$ cat src/rtl/mdrf_pkg.sv
// mdrf_pkg: types, constants and sizes shared by the mesh duplicate/relay filter.
// No dependencies.
package mdrf_pkg;

  localparam int unsigned SEEN_DEPTH = 16;
  localparam int unsigned SEEN_AW    = (SEEN_DEPTH > 1) ? $clog2(SEEN_DEPTH) : 1;

  localparam int unsigned QUEUE_DEPTH = 2;
  localparam int unsigned QUEUE_AW    = (QUEUE_DEPTH > 1) ? $clog2(QUEUE_DEPTH) : 1;
  localparam int unsigned QUEUE_CW    = $clog2(QUEUE_DEPTH + 1);

  localparam int unsigned ADDR_W = 48;
  localparam int unsigned ID_W   = 32;
  localparam int unsigned BYTE_W = 8;
  localparam int unsigned KIND_W = 3;
  localparam int unsigned CIDX_W = 3;

  localparam int unsigned IN_DATA_W  = 208;
  localparam int unsigned OUT_DATA_W = 128;

  localparam logic [BYTE_W-1:0] APP_COORD = 8'hFF;
  localparam logic [BYTE_W-1:0] APP_NODE  = 8'h00;

  typedef enum logic [KIND_W-1:0] {
    K_RAW_PING = 3'd0,
    K_RAW_PONG = 3'd1,
    K_MESH     = 3'd2,
    K_LOAD     = 3'd3,
    K_IGNORE   = 3'd4
  } kind_e;

  typedef enum logic [CIDX_W-1:0] {
    CFG_OWN   = 3'd0,
    CFG_BCAST = 3'd1,
    CFG_COORD = 3'd2,
    CFG_PING  = 3'd3,
    CFG_PONG  = 3'd4,
    CFG_DATA  = 3'd5
  } cfg_idx_e;

  typedef struct packed {
    logic [ADDR_W-1:0] own_address;
    logic [ADDR_W-1:0] broadcast_address;
    logic              is_coordinator;
    logic [BYTE_W-1:0] ping_type_code;
    logic [BYTE_W-1:0] pong_type_code;
    logic [BYTE_W-1:0] data_type_code;
  } cfg_t;

  // classified item as it sits in the queue
  typedef struct packed {
    kind_e             kind;
    logic [ADDR_W-1:0] sender;
    logic [ID_W-1:0]   message_id;
    logic [BYTE_W-1:0] packet_type;
    logic [BYTE_W-1:0] hops_left;
    logic [ADDR_W-1:0] origin;
    logic [BYTE_W-1:0] app_id;
    logic              body_nz;
    logic              is_ping;
    logic              is_pong;
    logic              for_me;
    logic              terminal;
  } item_t;

  // declared MSB first: send_raw_pong lands in bit 0
  typedef struct packed {
    logic [ADDR_W-1:0] coordinator;
    logic              coordinator_known;
    logic              duplicate;
    logic [BYTE_W-1:0] relay_hops;
    logic              relay;
    logic              deliver;
    logic [BYTE_W-1:0] reply_hops;
    logic [BYTE_W-1:0] reply_app;
    logic [ADDR_W-1:0] reply_to;
    logic              send_reply;
    logic              raw_pong_seen;
    logic              send_raw_pong;
  } result_t;

endpackage

$ cat src/rtl/mesh_dedup_relay_filter.sv
// mesh_dedup_relay_filter: top level; configuration registers, front classifier,
// item queue and back decision unit. Uses mdrf_pkg, mdrf_front, mdrf_queue, mdrf_back.
//
// Receive-side filter of a flooding mesh. Each input item is one frame header
// (kind in tuser); each item yields exactly one result. A mesh packet passes the
// back unit as a load, one compare per ring slot and a decide; that ring scan
// sets the rate unless the output stalls. Other kinds go from load to decide.
// A two-entry queue buffers items ahead of the back unit and the output register
// lets the next item proceed while a result waits. The seen ring has valid bits
// cleared at reset, so no clearing pass is needed. Configuration is to be written
// by the user with cfg_we_i only while the block is idle; the block does not enforce it.
module mesh_dedup_relay_filter import mdrf_pkg::*; (
  input  logic                  clk_i,
  input  logic                  rst_ni,
  input  logic                  cfg_we_i,
  input  logic [CIDX_W-1:0]     cfg_idx_i,
  input  logic [ADDR_W-1:0]     cfg_wdata_i,
  input  logic                  s_axis_tvalid,
  output logic                  s_axis_tready,
  // sender_address, message_id, packet_type, hops_left, destination,
  // origin_address, application_id, body_length
  input  logic [IN_DATA_W-1:0]  s_axis_tdata,
  // kind
  input  logic [KIND_W-1:0]     s_axis_tuser,
  output logic                  m_axis_tvalid,
  input  logic                  m_axis_tready,
  // send_raw_pong, raw_pong_seen, send_reply, reply_to, reply_app, reply_hops,
  // deliver, relay, relay_hops, duplicate, coordinator_known, coordinator, zero pad
  output logic [OUT_DATA_W-1:0] m_axis_tdata
);

  cfg_t    cfg_q;
  item_t   front_item, q_item;
  logic    q_full, q_valid, q_pop;
  result_t res;

  always_ff @(posedge clk_i or negedge rst_ni) begin
    if (!rst_ni) begin
      cfg_q.own_address       <= '0;
      cfg_q.broadcast_address <= '1;
      cfg_q.is_coordinator    <= 1'b0;
      cfg_q.ping_type_code    <= 8'd1;
      cfg_q.pong_type_code    <= 8'd2;
      cfg_q.data_type_code    <= 8'd3;
    end else if (cfg_we_i) begin
      case (cfg_idx_i)
        CFG_OWN:   cfg_q.own_address       <= cfg_wdata_i;
        CFG_BCAST: cfg_q.broadcast_address <= cfg_wdata_i;
        CFG_COORD: cfg_q.is_coordinator    <= cfg_wdata_i[0];
        CFG_PING:  cfg_q.ping_type_code    <= cfg_wdata_i[BYTE_W-1:0];
        CFG_PONG:  cfg_q.pong_type_code    <= cfg_wdata_i[BYTE_W-1:0];
        CFG_DATA:  cfg_q.data_type_code    <= cfg_wdata_i[BYTE_W-1:0];
        default: ;
      endcase
    end
  end

  assign s_axis_tready = !q_full;

  mdrf_front u_front (
    .tdata_i (s_axis_tdata),
    .tuser_i (s_axis_tuser),
    .cfg_i   (cfg_q),
    .item_o  (front_item)
  );

  mdrf_queue u_queue (
    .clk_i   (clk_i),
    .rst_ni  (rst_ni),
    .push_i  (s_axis_tvalid),
    .data_i  (front_item),
    .full_o  (q_full),
    .pop_i   (q_pop),
    .valid_o (q_valid),
    .data_o  (q_item)
  );

  mdrf_back u_back (
    .clk_i       (clk_i),
    .rst_ni      (rst_ni),
    .is_coord_i  (cfg_q.is_coordinator),
    .q_valid_i   (q_valid),
    .q_data_i    (q_item),
    .q_pop_o     (q_pop),
    .out_valid_o (m_axis_tvalid),
    .out_ready_i (m_axis_tready),
    .out_o       (res)
  );

  assign m_axis_tdata = {1'b0, res};

endmodule

$ cat src/rtl/mdrf_front.sv
// mdrf_front: unpacks the input item, folds unused kinds into ignore and
// precomputes the address and type-code matches. Uses mdrf_pkg.
module mdrf_front import mdrf_pkg::*; (
  input  logic [IN_DATA_W-1:0] tdata_i,
  input  logic [KIND_W-1:0]    tuser_i,
  input  cfg_t                 cfg_i,
  output item_t                item_o
);

  logic [ADDR_W-1:0] dest;
  logic [BYTE_W-1:0] blen;
  logic              dest_own;

  assign dest     = tdata_i[143:96];
  assign blen     = tdata_i[207:200];
  assign dest_own = (dest == cfg_i.own_address);

  always_comb begin
    case (tuser_i)
      K_RAW_PING: item_o.kind = K_RAW_PING;
      K_RAW_PONG: item_o.kind = K_RAW_PONG;
      K_MESH:     item_o.kind = K_MESH;
      K_LOAD:     item_o.kind = K_LOAD;
      default:    item_o.kind = K_IGNORE;
    endcase
    item_o.sender      = tdata_i[47:0];
    item_o.message_id  = tdata_i[79:48];
    item_o.packet_type = tdata_i[87:80];
    item_o.hops_left   = tdata_i[95:88];
    item_o.origin      = tdata_i[191:144];
    item_o.app_id      = tdata_i[199:192];
    item_o.body_nz     = (blen != '0);
    item_o.is_ping     = (tdata_i[87:80] == cfg_i.ping_type_code);
    item_o.is_pong     = (tdata_i[87:80] == cfg_i.pong_type_code);
    item_o.for_me      = dest_own || (dest == cfg_i.broadcast_address);
    item_o.terminal    = (tdata_i[87:80] == cfg_i.data_type_code) && dest_own;
  end

endmodule

$ cat src/rtl/mdrf_queue.sv
// mdrf_queue: short FIFO of classified items between front and back.
// Uses mdrf_pkg.
module mdrf_queue import mdrf_pkg::*; (
  input  logic  clk_i,
  input  logic  rst_ni,
  input  logic  push_i,
  input  item_t data_i,
  output logic  full_o,
  input  logic  pop_i,
  output logic  valid_o,
  output item_t data_o
);

  item_t               mem_q [QUEUE_DEPTH];
  logic [QUEUE_AW-1:0] wr_q, wr_d, rd_q, rd_d;
  logic [QUEUE_CW-1:0] cnt_q, cnt_d;
  logic                do_push, do_pop;

  assign full_o  = (cnt_q == QUEUE_CW'(QUEUE_DEPTH));
  assign valid_o = (cnt_q != '0);
  assign data_o  = mem_q[rd_q];
  assign do_push = push_i && !full_o;
  assign do_pop  = pop_i && valid_o;

  always_comb begin
    wr_d  = wr_q;
    rd_d  = rd_q;
    cnt_d = cnt_q;
    if (do_push) begin
      wr_d = (wr_q == QUEUE_AW'(QUEUE_DEPTH - 1)) ? '0 : wr_q + 1'b1;
    end
    if (do_pop) begin
      rd_d = (rd_q == QUEUE_AW'(QUEUE_DEPTH - 1)) ? '0 : rd_q + 1'b1;
    end
    if (do_push && !do_pop) begin
      cnt_d = cnt_q + 1'b1;
    end else if (do_pop && !do_push) begin
      cnt_d = cnt_q - 1'b1;
    end
  end

  always_ff @(posedge clk_i or negedge rst_ni) begin
    if (!rst_ni) begin
      wr_q  <= '0;
      rd_q  <= '0;
      cnt_q <= '0;
    end else begin
      wr_q  <= wr_d;
      rd_q  <= rd_d;
      cnt_q <= cnt_d;
    end
  end

  always_ff @(posedge clk_i) begin
    if (do_push) begin
      mem_q[wr_q] <= data_i;
    end
  end

  cnt_range_a: assert property (@(posedge clk_i) disable iff (!rst_ni)
    cnt_q <= QUEUE_CW'(QUEUE_DEPTH))
    else $error("queue count out of range");

  ptr_gap_a: assert property (@(posedge clk_i) disable iff (!rst_ni)
    (cnt_q == '0) |-> (wr_q == rd_q))
    else $error("empty queue with pointers apart");

  no_push_full_a: assert property (@(posedge clk_i) disable iff (!rst_ni)
    (full_o && !do_pop) |=> (cnt_q == QUEUE_CW'(QUEUE_DEPTH)))
    else $error("full queue changed without pop");

endmodule

$ cat src/rtl/mdrf_back.sv
// mdrf_back: scans the seen ring one slot a cycle, then decides reply,
// delivery, relay and coordinator capture into the output register. Uses mdrf_pkg.
module mdrf_back import mdrf_pkg::*; (
  input  logic    clk_i,
  input  logic    rst_ni,
  input  logic    is_coord_i,
  input  logic    q_valid_i,
  input  item_t   q_data_i,
  output logic    q_pop_o,
  output logic    out_valid_o,
  input  logic    out_ready_i,
  output result_t out_o
);

  typedef enum logic [1:0] {
    S_IDLE,
    S_SCAN,
    S_DECIDE
  } state_e;

  state_e             state_q;
  item_t              work_q;
  logic               hit_q;
  logic [SEEN_AW-1:0] idx_q;
  logic [SEEN_AW-1:0] pos_q;
  logic               out_valid_q;
  result_t            out_q;
  logic [ADDR_W-1:0]  cstore_q, cstore_d;
  logic               cflag_q, cflag_d;

  logic [ID_W-1:0]    seen_ids_q   [SEEN_DEPTH];
  logic [BYTE_W-1:0]  seen_types_q [SEEN_DEPTH];
  logic [SEEN_DEPTH-1:0] seen_valid_q;

  logic    slot_hit, out_free, record;
  result_t res;

  assign slot_hit = seen_valid_q[idx_q] && (seen_ids_q[idx_q] == work_q.message_id)
                    && (seen_types_q[idx_q] == work_q.packet_type);
  assign out_free = !out_valid_q || out_ready_i;
  assign q_pop_o  = (state_q == S_IDLE) && q_valid_i;
  assign out_valid_o = out_valid_q;
  assign out_o       = out_q;
  assign record = (state_q == S_DECIDE) && out_free && (work_q.kind == K_MESH) && !hit_q;

  always_comb begin
    res      = '0;
    cstore_d = cstore_q;
    cflag_d  = cflag_q;
    case (work_q.kind)
      K_RAW_PING: res.send_raw_pong = is_coord_i;
      K_RAW_PONG: begin
        res.raw_pong_seen = 1'b1;
        cstore_d          = work_q.sender;
      end
      K_LOAD: begin
        cstore_d = work_q.sender;
        cflag_d  = 1'b1;
      end
      K_MESH: begin
        if (hit_q) begin
          res.duplicate = 1'b1;
        end else begin
          if (work_q.is_ping) begin
            res.send_reply = 1'b1;
            res.reply_to   = work_q.origin;
            res.reply_app  = is_coord_i ? APP_COORD : APP_NODE;
            res.reply_hops = work_q.hops_left;
          end
          res.deliver = (work_q.is_ping && is_coord_i && work_q.body_nz)
                        || (work_q.for_me && !work_q.is_ping);
          if (!is_coord_i && work_q.is_pong && (work_q.app_id == APP_COORD)) begin
            cstore_d = work_q.origin;
            cflag_d  = 1'b1;
          end
          if ((work_q.hops_left != '0) && !work_q.terminal) begin
            res.relay      = 1'b1;
            res.relay_hops = work_q.hops_left - 1'b1;
          end
        end
      end
      default: ;
    endcase
    res.coordinator_known = cflag_d;
    res.coordinator       = cstore_d;
  end

  always_ff @(posedge clk_i or negedge rst_ni) begin
    if (!rst_ni) begin
      state_q      <= S_IDLE;
      idx_q        <= '0;
      hit_q        <= 1'b0;
      pos_q        <= '0;
      out_valid_q  <= 1'b0;
      cstore_q     <= '0;
      cflag_q      <= 1'b0;
      seen_valid_q <= '0;
    end else begin
      if ((state_q == S_DECIDE) && out_free) begin
        out_valid_q <= 1'b1;
      end else if (out_ready_i) begin
        out_valid_q <= 1'b0;
      end
      case (state_q)
        S_IDLE: begin
          if (q_valid_i) begin
            idx_q   <= '0;
            hit_q   <= 1'b0;
            state_q <= (q_data_i.kind == K_MESH) ? S_SCAN : S_DECIDE;
          end
        end
        S_SCAN: begin
          hit_q <= hit_q || slot_hit;
          if (idx_q == SEEN_AW'(SEEN_DEPTH - 1)) begin
            state_q <= S_DECIDE;
          end else begin
            idx_q <= idx_q + 1'b1;
          end
        end
        S_DECIDE: begin
          if (out_free) begin
            cstore_q    <= cstore_d;
            cflag_q     <= cflag_d;
            state_q     <= S_IDLE;
            if (record) begin
              seen_valid_q[pos_q] <= 1'b1;
              pos_q <= (pos_q == SEEN_AW'(SEEN_DEPTH - 1)) ? '0 : pos_q + 1'b1;
            end
          end
        end
        default: state_q <= S_IDLE;
      endcase
    end
  end

  always_ff @(posedge clk_i) begin
    if (q_pop_o) begin
      work_q <= q_data_i;
    end
    if ((state_q == S_DECIDE) && out_free) begin
      out_q <= res;
    end
    if (record) begin
      seen_ids_q[pos_q]   <= work_q.message_id;
      seen_types_q[pos_q] <= work_q.packet_type;
    end
  end

  scan_mesh_a: assert property (@(posedge clk_i) disable iff (!rst_ni)
    (state_q == S_SCAN) |-> (work_q.kind == K_MESH))
    else $error("ring scan for a non-mesh item");

  pos_range_a: assert property (@(posedge clk_i) disable iff (!rst_ni)
    pos_q <= SEEN_AW'(SEEN_DEPTH - 1))
    else $error("ring position out of range");

  decide_out_a: assert property (@(posedge clk_i) disable iff (!rst_ni)
    ((state_q == S_DECIDE) && out_free) |=> out_valid_q)
    else $error("decision did not load the output register");

  dup_excl_a: assert property (@(posedge clk_i) disable iff (!rst_ni)
    out_valid_q |-> !(out_q.duplicate && (out_q.relay || out_q.deliver || out_q.send_reply)))
    else $error("duplicate item with an action");

endmodule

$ cat config.mk
export PLATFORM = sky130hd
export DESIGN_NAME = mesh_dedup_relay_filter
export DESIGN_NICKNAME = d
export VERILOG_FILES = /design/src/rtl/mdrf_pkg.sv /design/src/rtl/mesh_dedup_relay_filter.sv /design/src/rtl/mdrf_front.sv /design/src/rtl/mdrf_queue.sv /design/src/rtl/mdrf_back.sv
export SDC_FILE = /design/constraint.sdc
export NUM_CORES = 1
export LEC_CHECK = 0
export BUFFER_PORTS_ARGS = -buffer_cell sky130_fd_sc_hd__buf_2
export CAP_MARGIN = 20
export CORE_ASPECT_RATIO = 0.5
export CORE_MARGIN = 3
export CORE_UTILIZATION = 40
export CTS_BUF_LIST = sky130_fd_sc_hd__clkbuf_4 sky130_fd_sc_hd__clkbuf_8
export CTS_CLUSTER_SIZE = 16
export DETAILED_ROUTE_END_ITERATION = 7
export PLACE_DENSITY = 0.59
export SETUP_SLACK_MARGIN = 0.3
export SLEW_MARGIN = 0
export SYNTH_ARGS = -nofsm -noshare
export SYNTH_HDL_FRONTEND = slang
export SYNTH_HIERARCHICAL = 1
export SYNTH_SLANG_ARGS = --single-unit
export TNS_END_PERCENT = 50
$ cat constraint.sdc
create_clock -name clk_i -period 24.4 [get_ports clk_i]
set_clock_uncertainty 0.15 [all_clocks]
set_input_delay 4.88 -clock clk_i [delete_from_list [all_inputs] [get_ports clk_i]]
set_output_delay 4.88 -clock clk_i [all_outputs]
set_load 0.03 [all_outputs]
; Word level (Yosys, flattened, before mapping)
; Memories as Yosys holds them, arrays and structs flattened.
; Cells that the tools add are included.
[totals]
regBits = 489
ramBits = 960
input_bits = 267
out_inout_bits = 130
elab_cells = 179
n_memories = 3
[classes]
add_sub_neg = 7
n_lt_le_gt_ge = 3
n_eq_ne = 29
n_mux = 37
bitwise = 4
n_reduce_logical = 55
[mem_list]
columns = name, depth, width, rd, rd_clocked_by_memory_dff, write_ports, line
row1 = u_back.seen_ids_q, 16, 32, 1, 0, 1, mdrf_back.sv:31  ; logic [ID_W-1:0] seen_ids_q [SEEN_DEPTH];
row2 = u_queue.mem_q, 2, 160, 1, 0, 1, mdrf_queue.sv:14  ; item_t mem_q [QUEUE_DEPTH];
row3 = u_back.seen_types_q, 16, 8, 1, 0, 1, mdrf_back.sv:32  ; logic [BYTE_W-1:0] seen_types_q [SEEN_DEPTH];
[ops]
columns = operator, n
row1 = $eq 48x48->1, 2
row2 = $mux 48, 2
row3 = $pmux 48 s2, 1
row4 = $eq 32x32->1, 1
row5 = $eq 8x8->1, 4
row6 = $eq 3x2->1 const B, 7
row7 = $logic_and 1x1->1, 18
row8 = $mux 1, 17
row9 = $or 16x16->16, 1
row10 = $reduce_and 2->1, 8
row11 = $reduce_bool 8->1, 2
row12 = $mux 2, 6
row13 = $mux 4, 3
row14 = $pmux 3 s4, 1
row15 = $lt 4x5->1 const B, 2
row16 = $eq 3x1->1 const B, 3
row17 = $logic_not 3->1, 3
row18 = $reduce_and 3->1, 3
row19 = $add 4x1->4 const B, 2
row20 = $eq 4x4->1 const B, 2
row21 = $eq 8x8->1 const B, 1
row22 = $logic_not 1->1, 8
row23 = $mux 8, 1
row24 = $pmux 4 s2, 1
row25 = 20 further kinds, 36

; Logic depth before layout (Yosys ltp)
; Gate-level depths: netlist of run 1.
[logic_depth]
word_depth = 7
depth_mapped = 13

; Cells and area by module
; Netlist of run 1, hierarchy kept.
[modules_own_cells]
columns = mod, n_inst, cells_each, area_per_inst_um2, seq_area_each_um2
row1 = mdrf_back, 1, 2012, 38281.7, 29553.3
row2 = mdrf_queue, 1, 517, 12105.4, 9709.3
row3 = mesh_dedup_relay_filter, 1, 262, 4620.7, 3093.0
row4 = mdrf_front, 1, 319, 2486.1, 0.0

; Least setup slack after synthesis of run 1
; OpenSTA, ideal clock, no wires.
[synth_path]
kind = in2reg
startpoint = input s_axis_tvalid
endpoint = memory u_queue/mem_q[0][0] (netlist name) (enable)
setup_ns = 0.682
t_arrival_ns = 11.609
required_ns = 23.568
path_slack_ns = 11.960
stages = 2
path_cell_list = nand2_1 > nor2_1
[synth_between]
elab_chain_cells = 3
[synth_lines]
columns = element, line
row1 = start: declaration, mesh_dedup_relay_filter.sv:18  ; input logic s_axis_tvalid,
row2 = $logic_and 1x1->1, mdrf_queue.sv:22  ; assign do_push = push_i && !full_o;
row3 = $mux 1, mdrf_queue.sv:55  ; if (do_push) begin
row4 = $mux 1 (implied by the code), mdrf_queue.sv:56  ; mem_q[wr_q] <= data_i;
row5 = end: declaration, mdrf_queue.sv:14
; No other way between the ends.

; Worst setup path after layout of run 1
[layout_path]
startpoint = input m_axis_tready
endpoint = memory u_back.seen_ids_q[11][27] (enable)
[layout_between]
elab_chain_cells = 6
[layout_lines]
columns = element, line
row1 = start: declaration, mesh_dedup_relay_filter.sv:26  ; input logic m_axis_tready,
row2 = $logic_or 1x1->1, mdrf_back.sv:40  ; assign out_free = !out_valid_q || out_ready_i;
row3 = $logic_and 1x1->1 (3 in a row), mdrf_back.sv:44  ; assign record = (state_q == S_DECIDE) && out_free && (work_q.kind == K_MESH) && !hit_q;
row4 = $mux 1, mdrf_back.sv:143  ; if (record) begin
row5 = $mux 1 (implied by the code), mdrf_back.sv:144  ; seen_ids_q[pos_q] <= work_q.message_id;
row6 = end: declaration, mdrf_back.sv:31
; No other way between the ends.

==> flow_summary.toml, run 1 <==
[routing]
detail_route.wl_per_cell_um = 24.2
routed-via-count = 29000
drc = 0
ant_nets = 0
total_routed_wirelength_um = 135000
drt_pre_antenna_iters = 8
dr.first_iter.drc_count = 2662
drt-vias-per-instance = 5.22

[setup_path]
timing.critical_path.fanout_max = 56
critical_path.most_common_cell = "sky130_fd_sc_hd__buf_4"
worstRegToRegCells = 10
reg2reg_from = "u_back/idx_q[1]"
timing.critical_path.slowest_stage_cell = "sky130_fd_sc_hd__nor2_4"
slowest_delay_ns = 0.59
setup.worst_path.class = "input pin to flop"
worstReg2RegEnd = "u_back/hit_q"
critical_path.startpoint_type = "input pin"
crit_start = "m_axis_tready"
reg2reg_slack_ns = 19.38
worstPathRequired_ns = 24.77
end_kind = "flop"
timing.critical_path.cells = "buf_2, nand2b_1, nor2b_4, buf_4, and2_1, nand2_1, nor2_4, buf_4"
crit_arrival_ns = 7.73

[global_route]
grt_use_total_pct = 18.0
grt_first_pass_wirelength_um = 198000
initial_antenna_violation_count = 38
grtUsageMet1_pct = 22.7
grt_start_max_net_pins = 147
globalRoute.totalOverflow = 0
grt_use_met2_pct = 29.8
via_count_of_the_first_global_routing_pass = 30200
met3_usage_pct = 4.61
grt_most_used_layer = "met2"

[run]
max_cap_viol_count = 0

[placed_design]
globalplace.congestion = 0.817
dp_hpwl_um = 82200
portBuffers = 395
placed_cell_area_sq_um = 60500
post_place_setup_slack_ns = 16.12

[sta]
period_share_pct = 30.2
finalSetupTns_ns = 0
rsz0062_at_grt = "false"
fmax_mhz = 136
hold_ws_ns = 0.309
setup_viol = 0
layout_setup_ws_ns = 17.04
period_needed_ns = 7.36
worst_slew_pin_slew_ns = 1.24
timing.final.max_slew_violations = 0
max-slew-margin-rel_pct = 17.1
timing.final.hold_violations = 0

[yosys]
synth_cells = 3110
syn_area_sq_um = 57500
synth_flop_cell = "sky130_fd_sc_hd__edfxtp_1"
yosysTopAreaCell = "sky130_fd_sc_hd__edfxtp_1"
synth-warning-count = 6
yosysTopAreaCellShare_pct = 64.8
yosysSeqAreaShare_pct = 73.7
synth.net_count = 3385
synthTopCellsByArea = "sky130_fd_sc_hd__edfxtp_1, sky130_fd_sc_hd__dfrtp_1, sky130_fd_sc_hd__mux4_2"
synth_edf_count = 1240
synth_cell_types = 81
mean_area_per_synthesized_cell_sq_um = 18.5
fraction_of_synthesis_flops_using_an_asynchronous_set_or_reset_pin_pct = 14.0
ys_seq_elements = 1442

[finish]
leading_cell_types_in_the_layout_fill_and_taps_excluded = "sky130_fd_sc_hd__edfxtp_1, sky130_fd_sc_hd__buf_2, sky130_fd_sc_hd__clkbuf_8"
drive_gt1_share_pct = 36.4
finalInstanceArea_sq_um = 64800
nets = 3755
final_common_cell = "sky130_fd_sc_hd__edfxtp_1"
area_growth_syn_to_layout_pct = 12.8

[clock_tree]
cts_root_buffer = "sky130_fd_sc_hd__clkbuf_8"
worst_skew_pair_later_pin_latency_ns = 0.90
clk_pin_slew_ns = 0.07
cts_tree = "built"
postCtsSetupRepairBufs = 0
cts_h_tree_depth = 4
cts_resized = 0
clock_tree.buffer_depth = 3
sinks_on_clock_net = 1442
cts-buffers-inserted = 204
ctsHoldBuffers = 0

[floorplanning]
chipHeight_um = 274
design.portCount = 397
die_w_um = 542
initial_utilization_pct = 40.7
row_count = 97
die-area_sq_um = 149000
core_area_sq_um = 141000

[status]
run_status = "finished clean"

[min_path]
hold-path-cell-count = 1
worst_hold_path.endpoint = "u_back/seen_valid_q[14]"
hp-class = "flop to flop"
worstHoldStart = "u_back/seen_valid_q[14]"

[pwr]
cellPowerDensity_nw_per_um2 = 116
ir_drop_mv = 0.0872
finalPower_w = 0.00752
power_leakage_nw = 22.8
-- where the power goes --
part           total (W)  switching (W)  internal (W)
combinational    0.00171        0.00109      0.000626
sequential       0.00385       0.000363       0.00349
clock            0.00195       0.000919       0.00103
-- Yosys cell counts, types with 10 or more instances --
cell type                     n
sky130_fd_sc_hd__o22ai_1     11
sky130_fd_sc_hd__a21oi_1     69
sky130_fd_sc_hd__dfrtp_1    150
sky130_fd_sc_hd__edfxtp_1  1240
sky130_fd_sc_hd__nand4_1     27
sky130_fd_sc_hd__a222oi_1    49
sky130_fd_sc_hd__or2_2       19
sky130_fd_sc_hd__mux2i_1     65
sky130_fd_sc_hd__nor4_1      22
sky130_fd_sc_hd__o21ai_0     33
sky130_fd_sc_hd__nor2b_1     12
sky130_fd_sc_hd__nor3_1      12
sky130_fd_sc_hd__buf_4      172
sky130_fd_sc_hd__nand2_1     60
sky130_fd_sc_hd__dfstp_2     52
sky130_fd_sc_hd__buf_2       33
sky130_fd_sc_hd__mux2_1      23
sky130_fd_sc_hd__and3_1      62
sky130_fd_sc_hd__nor2_1     116
sky130_fd_sc_hd__xor2_1      64
sky130_fd_sc_hd__clkbuf_1    55
sky130_fd_sc_hd__mux4_2     147
sky130_fd_sc_hd__inv_1       74
sky130_fd_sc_hd__mux2_4      90
sky130_fd_sc_hd__nand2b_1    10
sky130_fd_sc_hd__xnor2_1    104
sky130_fd_sc_hd__mux2_2     177
sky130_fd_sc_hd__a22oi_1     11
sky130_fd_sc_hd__buf_6       26
sky130_fd_sc_hd__nand3_1     17
-- metal layers --
layer  share of wire, %  vias to the layer above
met2                 50                      935
met3                6.5                      277
met1                 41                    15000
li1                   -                    12700
met4                3.4                        8
met5              0.036                        -
-- final cells by class --
class,count,area (sq um)
Fill cell,12200,76600
Sequential cell,1442,42400
Multi-Input combinational cell,1298,13000
Clock buffer,312,3790
Timing Repair Buffer,460,2510
Tap cell,1881,2350
Clock inverter,69,457
Inverter,74,285
Antenna cell,22,55.1
-- metrics by stage --
step / utilization [%] / instances
after floorplan: - / 3110
after global placement: 42.8 / 5155
after detailed placement: 42.8 / 5155
after CTS: 45.8 / 5536
after global routing: 45.8 / 5550
final: 45.8 / 5558
-- sequential cells by signal, summed over array words and instances (netlist names) --
| register | flops |
|---|---|
| u_back/idx_q | 4 |
| u_back/hit_q | 1 |
| u_queue/rd_q | 1 |
| u_queue/wr_q | 1 |
| u_back/work_q | 160 |
| u_back/seen_types_q | 128 |
| cfg_q | 121 |
| u_back/out_o | 120 |
| u_back/cflag_q | 1 |
| u_back/cstore_q | 48 |
| u_back/seen_ids_q | 512 |
| u_back/out_valid_o | 1 |
| u_back/pos_q | 4 |
| u_back/seen_valid_q | 16 |
| u_back/state_q | 2 |
| u_queue/mem_q | 320 |
| u_queue/cnt_q | 2 |
-- how the worst max path moves through the flow --
stage,end,slack [ns],cells after the start
after floorplan,u_queue/mem_q[0][0],11.96,2
after global placement,u_back/seen_ids_q[11][27],16.29,8
after detailed placement,u_back/seen_ids_q[11][27],16.12,8
after CTS,u_back/seen_ids_q[11][23],17.11,8
after global routing,u_back/seen_ids_q[11][23],16.89,8
final,u_back/seen_ids_q[11][27],17.04,8
-- logic make-up after synthesis --
logic type	after synthesis	synth area share, %
flip-flops	1442	73.7
multiplexers	504	13.2
AND/OR/NAND/NOR	383	3.44
buffers and inverters	370	3.98
AO/OA/AOI/OAI	234	2.92
XOR/XNOR	168	2.56
adder cells (fa/ha/maj)	8	0.174
other	1	0.00652
-- worst max-delay path: cells and delay by family --
kind | cells | cell delay, ns
buffers and inverters | 3 | 1.18
and+or+nand+nor | 5 | 1.60
(Power assumes the default switching activity.)
==> inputs of run 2 (changes only) <==
clock period = 7.53 ns   (was 24.4 ns; I/O delays follow)
==> run 2 against run 1 <==
Worst hold slack improved by 0.0018 ns. Sequential power rose to 3.2 times the previous value. Total power rose to 3.2 times the previous value. Via count is 0.10% lower. Global-route usage rose by 0.18 points. Count of clock-buffer cells in the layout is 16 higher. Critical path type is now flop to flop. Non-clock buffer count is 7 lower. Critical path depth is the same. Cell area barely moved. Combinational power rose to 3.2 times the previous value.
==> flow_summary.toml, run 2 (synthesis gave the netlist of run 1 again) <==
[clock_tree]
cts-buffers-inserted = 203
postCtsSetupRepairBufs = 0
cts_h_tree_depth = 4
ctsHoldBuffers = 0
cts_resized = 0
clk_pin_slew_ns = 0.07
clock_tree.buffer_depth = 3
cts_root_buffer = "sky130_fd_sc_hd__clkbuf_8"
sinks_on_clock_net = 1442
cts_tree = "built"
worst_skew_pair_later_pin_latency_ns = 0.89

[sta]
worst_slew_pin_slew_ns = 1.11
timing.final.max_slew_violations = 0
finalSetupTns_ns = 0
setup_viol = 0
period_share_pct = 55.1
max-slew-margin-rel_pct = 25.9
hold_ws_ns = 0.311
rsz0062_at_grt = "false"
fmax_mhz = 241
timing.final.hold_violations = 0
period_needed_ns = 4.15

[setup_path]
critical_path.startpoint_type = "flop"
end_kind = "flop"
critical_path.most_common_cell = "sky130_fd_sc_hd__mux4_2"
timing.critical_path.fanout_max = 37
critPathTopFamily = "multiplexers"
setup.worst_path.class = "flop to flop"
crit_arrival_ns = 4.79
worstRegToRegCells = 8
timing.critical_path.slowest_stage_cell = "sky130_fd_sc_hd__dfrtp_4"
path_depth = 8
critical_path.n_buffers_inverters = 1
worstPathRequired_ns = 8.17
timing.critical_path.cells = "buf_4, mux4_2, mux4_2, xor2_1, a211oi_1, o211ai_1, a2111o_1, o31ai_2"
slowest_delay_ns = 0.94

[finish]
nets = 3747
leading_cell_types_in_the_layout_fill_and_taps_excluded = "sky130_fd_sc_hd__edfxtp_1, sky130_fd_sc_hd__buf_2, sky130_fd_sc_hd__clkbuf_8"
flip_flop_count_of_the_largest_register_all_copies_and_words_added = 512
filler_cell_count = 12100
final_common_cell = "sky130_fd_sc_hd__edfxtp_1"
top_register = "u_back/seen_ids_q"
fin_cells = 5549
drive_gt1_share_pct = 36.5
area_growth_syn_to_layout_pct = 12.8
finalInstanceArea_sq_um = 64900
layout_top_registers = "u_back/seen_ids_q: 512 flops, u_queue/mem_q: 320 flops, u_back/work_q: 160 flops"

[routing]
drt-vias-per-instance = 5.22
routed-via-count = 29000
drc = 0
total_routed_wirelength_um = 136000
ant_nets = 0
drt_pre_antenna_iters = 8
dr.first_iter.drc_count = 2769
detail_route.wl_per_cell_um = 24.6

[placed_design]
placed_cell_area_sq_um = 60500
portBuffers = 395
dp_hpwl_um = 82000
dpl.cell_count = 5148
globalplace.congestion = 0.850

[global_route]
met3_usage_pct = 4.38
grt_use_total_pct = 18.2
grt_first_pass_wirelength_um = 200000
grtUsageMet1_pct = 23.2
grt_use_met2_pct = 30.2
globalRoute.totalOverflow = 0
grt_start_max_net_pins = 146
via_count_of_the_first_global_routing_pass = 30200
grt_most_used_layer = "met2"
initial_antenna_violation_count = 38

[pwr]
finalPower_w = 0.0244
switching_share_pct = 31.3
cellPowerDensity_nw_per_um2 = 376
ir_drop_mv = 0.284
power_frac_clock_pct = 26.1
combPwrFrac_pct = 22.7
share_of_total_power_in_sequential_cells_pct = 51.2
power_switching_w = 0.00765
power_leakage_nw = 22.8
internal_power_w = 0.0168

[min_path]
hp-class = "flop to flop"
hold-path-cell-count = 1

[floorplanning]
chipHeight_um = 274
row_count = 97
core_area_sq_um = 141000
die-area_sq_um = 149000
die_w_um = 542
initial_utilization_pct = 40.7
design.portCount = 397

[run]
max_cap_viol_count = 0

[status]
run_status = "finished clean"
-- run 2: area by class of cell --
cell class	count	area, sq um	area share [%]
clock buffer	328	3930	6.05
timing repair buffer	453	2500	3.85
clock inverter	48	373	0.575
sequential	1442	42400	65.3
tap	1881	2350	3.63
inverter	74	285	0.440
multi-input combinational	1298	13000	20.0
antenna	25	62.6	0.0964
-- run 2: per-stage QoR --
step | setup slack [ns] | util (%)
6_report | 3.38 | 45.9
5_1_grt | 3.09 | 45.9
4_1_cts | 3.26 | 45.8
3_5_place_dp | 3.11 | 42.8
3_3_place_gp | 3.15 | 42.8
2_1_floorplan | 1.17 | -
-- run 2: power groups by stage --
stage	logic [W]	clock network (W)	registers [W]
after CTS	0.00564	0.00658	0.0125
final	0.00554	0.00638	0.0125
after floorplan	0.00339	0	0.0129
after global placement	0.00553	0	0.0126
after detailed placement	0.00563	0	0.0127
after global routing	0.00595	0.00695	0.0127
-- run 2: path summary, 6_finish.rpt --
kind / slack [ns] / start / to
min: 0.31 / u_back/seen_valid_q[2] / u_back/seen_valid_q[2]
min reg2reg: 0.31 / u_back/seen_valid_q[2] / u_back/seen_valid_q[2]
max: 3.38 / u_back/idx_q[0] / u_back/hit_q
max in group asynchronous: 5.70 / rst_ni / u_back/idx_q[1]
max reg2reg: 3.38 / u_back/idx_q[0] / u_back/hit_q
min in group asynchronous: 0.34 / rst_ni / cfg_q[90]
-- run 2: routing by layer --
metal  vias up  wire [um]  part of all wire (%)
li1      12700          -                     -
met1     15000      55800                    41
met2       959      67600                    50
met3       266       8980                   6.6
met4        16       4040                   3.0
met5         -        109                 0.080
-- run 2: worst reg2reg max path, stage by stage, from the launching register on --
cell                       delay, ns
sky130_fd_sc_hd__dfrtp_4        0.94
sky130_fd_sc_hd__buf_4          0.66
sky130_fd_sc_hd__mux4_2         0.61
sky130_fd_sc_hd__mux4_2         0.48
sky130_fd_sc_hd__xor2_1         0.17
sky130_fd_sc_hd__a211oi_1       0.21
sky130_fd_sc_hd__o211ai_1       0.19
sky130_fd_sc_hd__a2111o_1       0.46
sky130_fd_sc_hd__o31ai_2        0.19
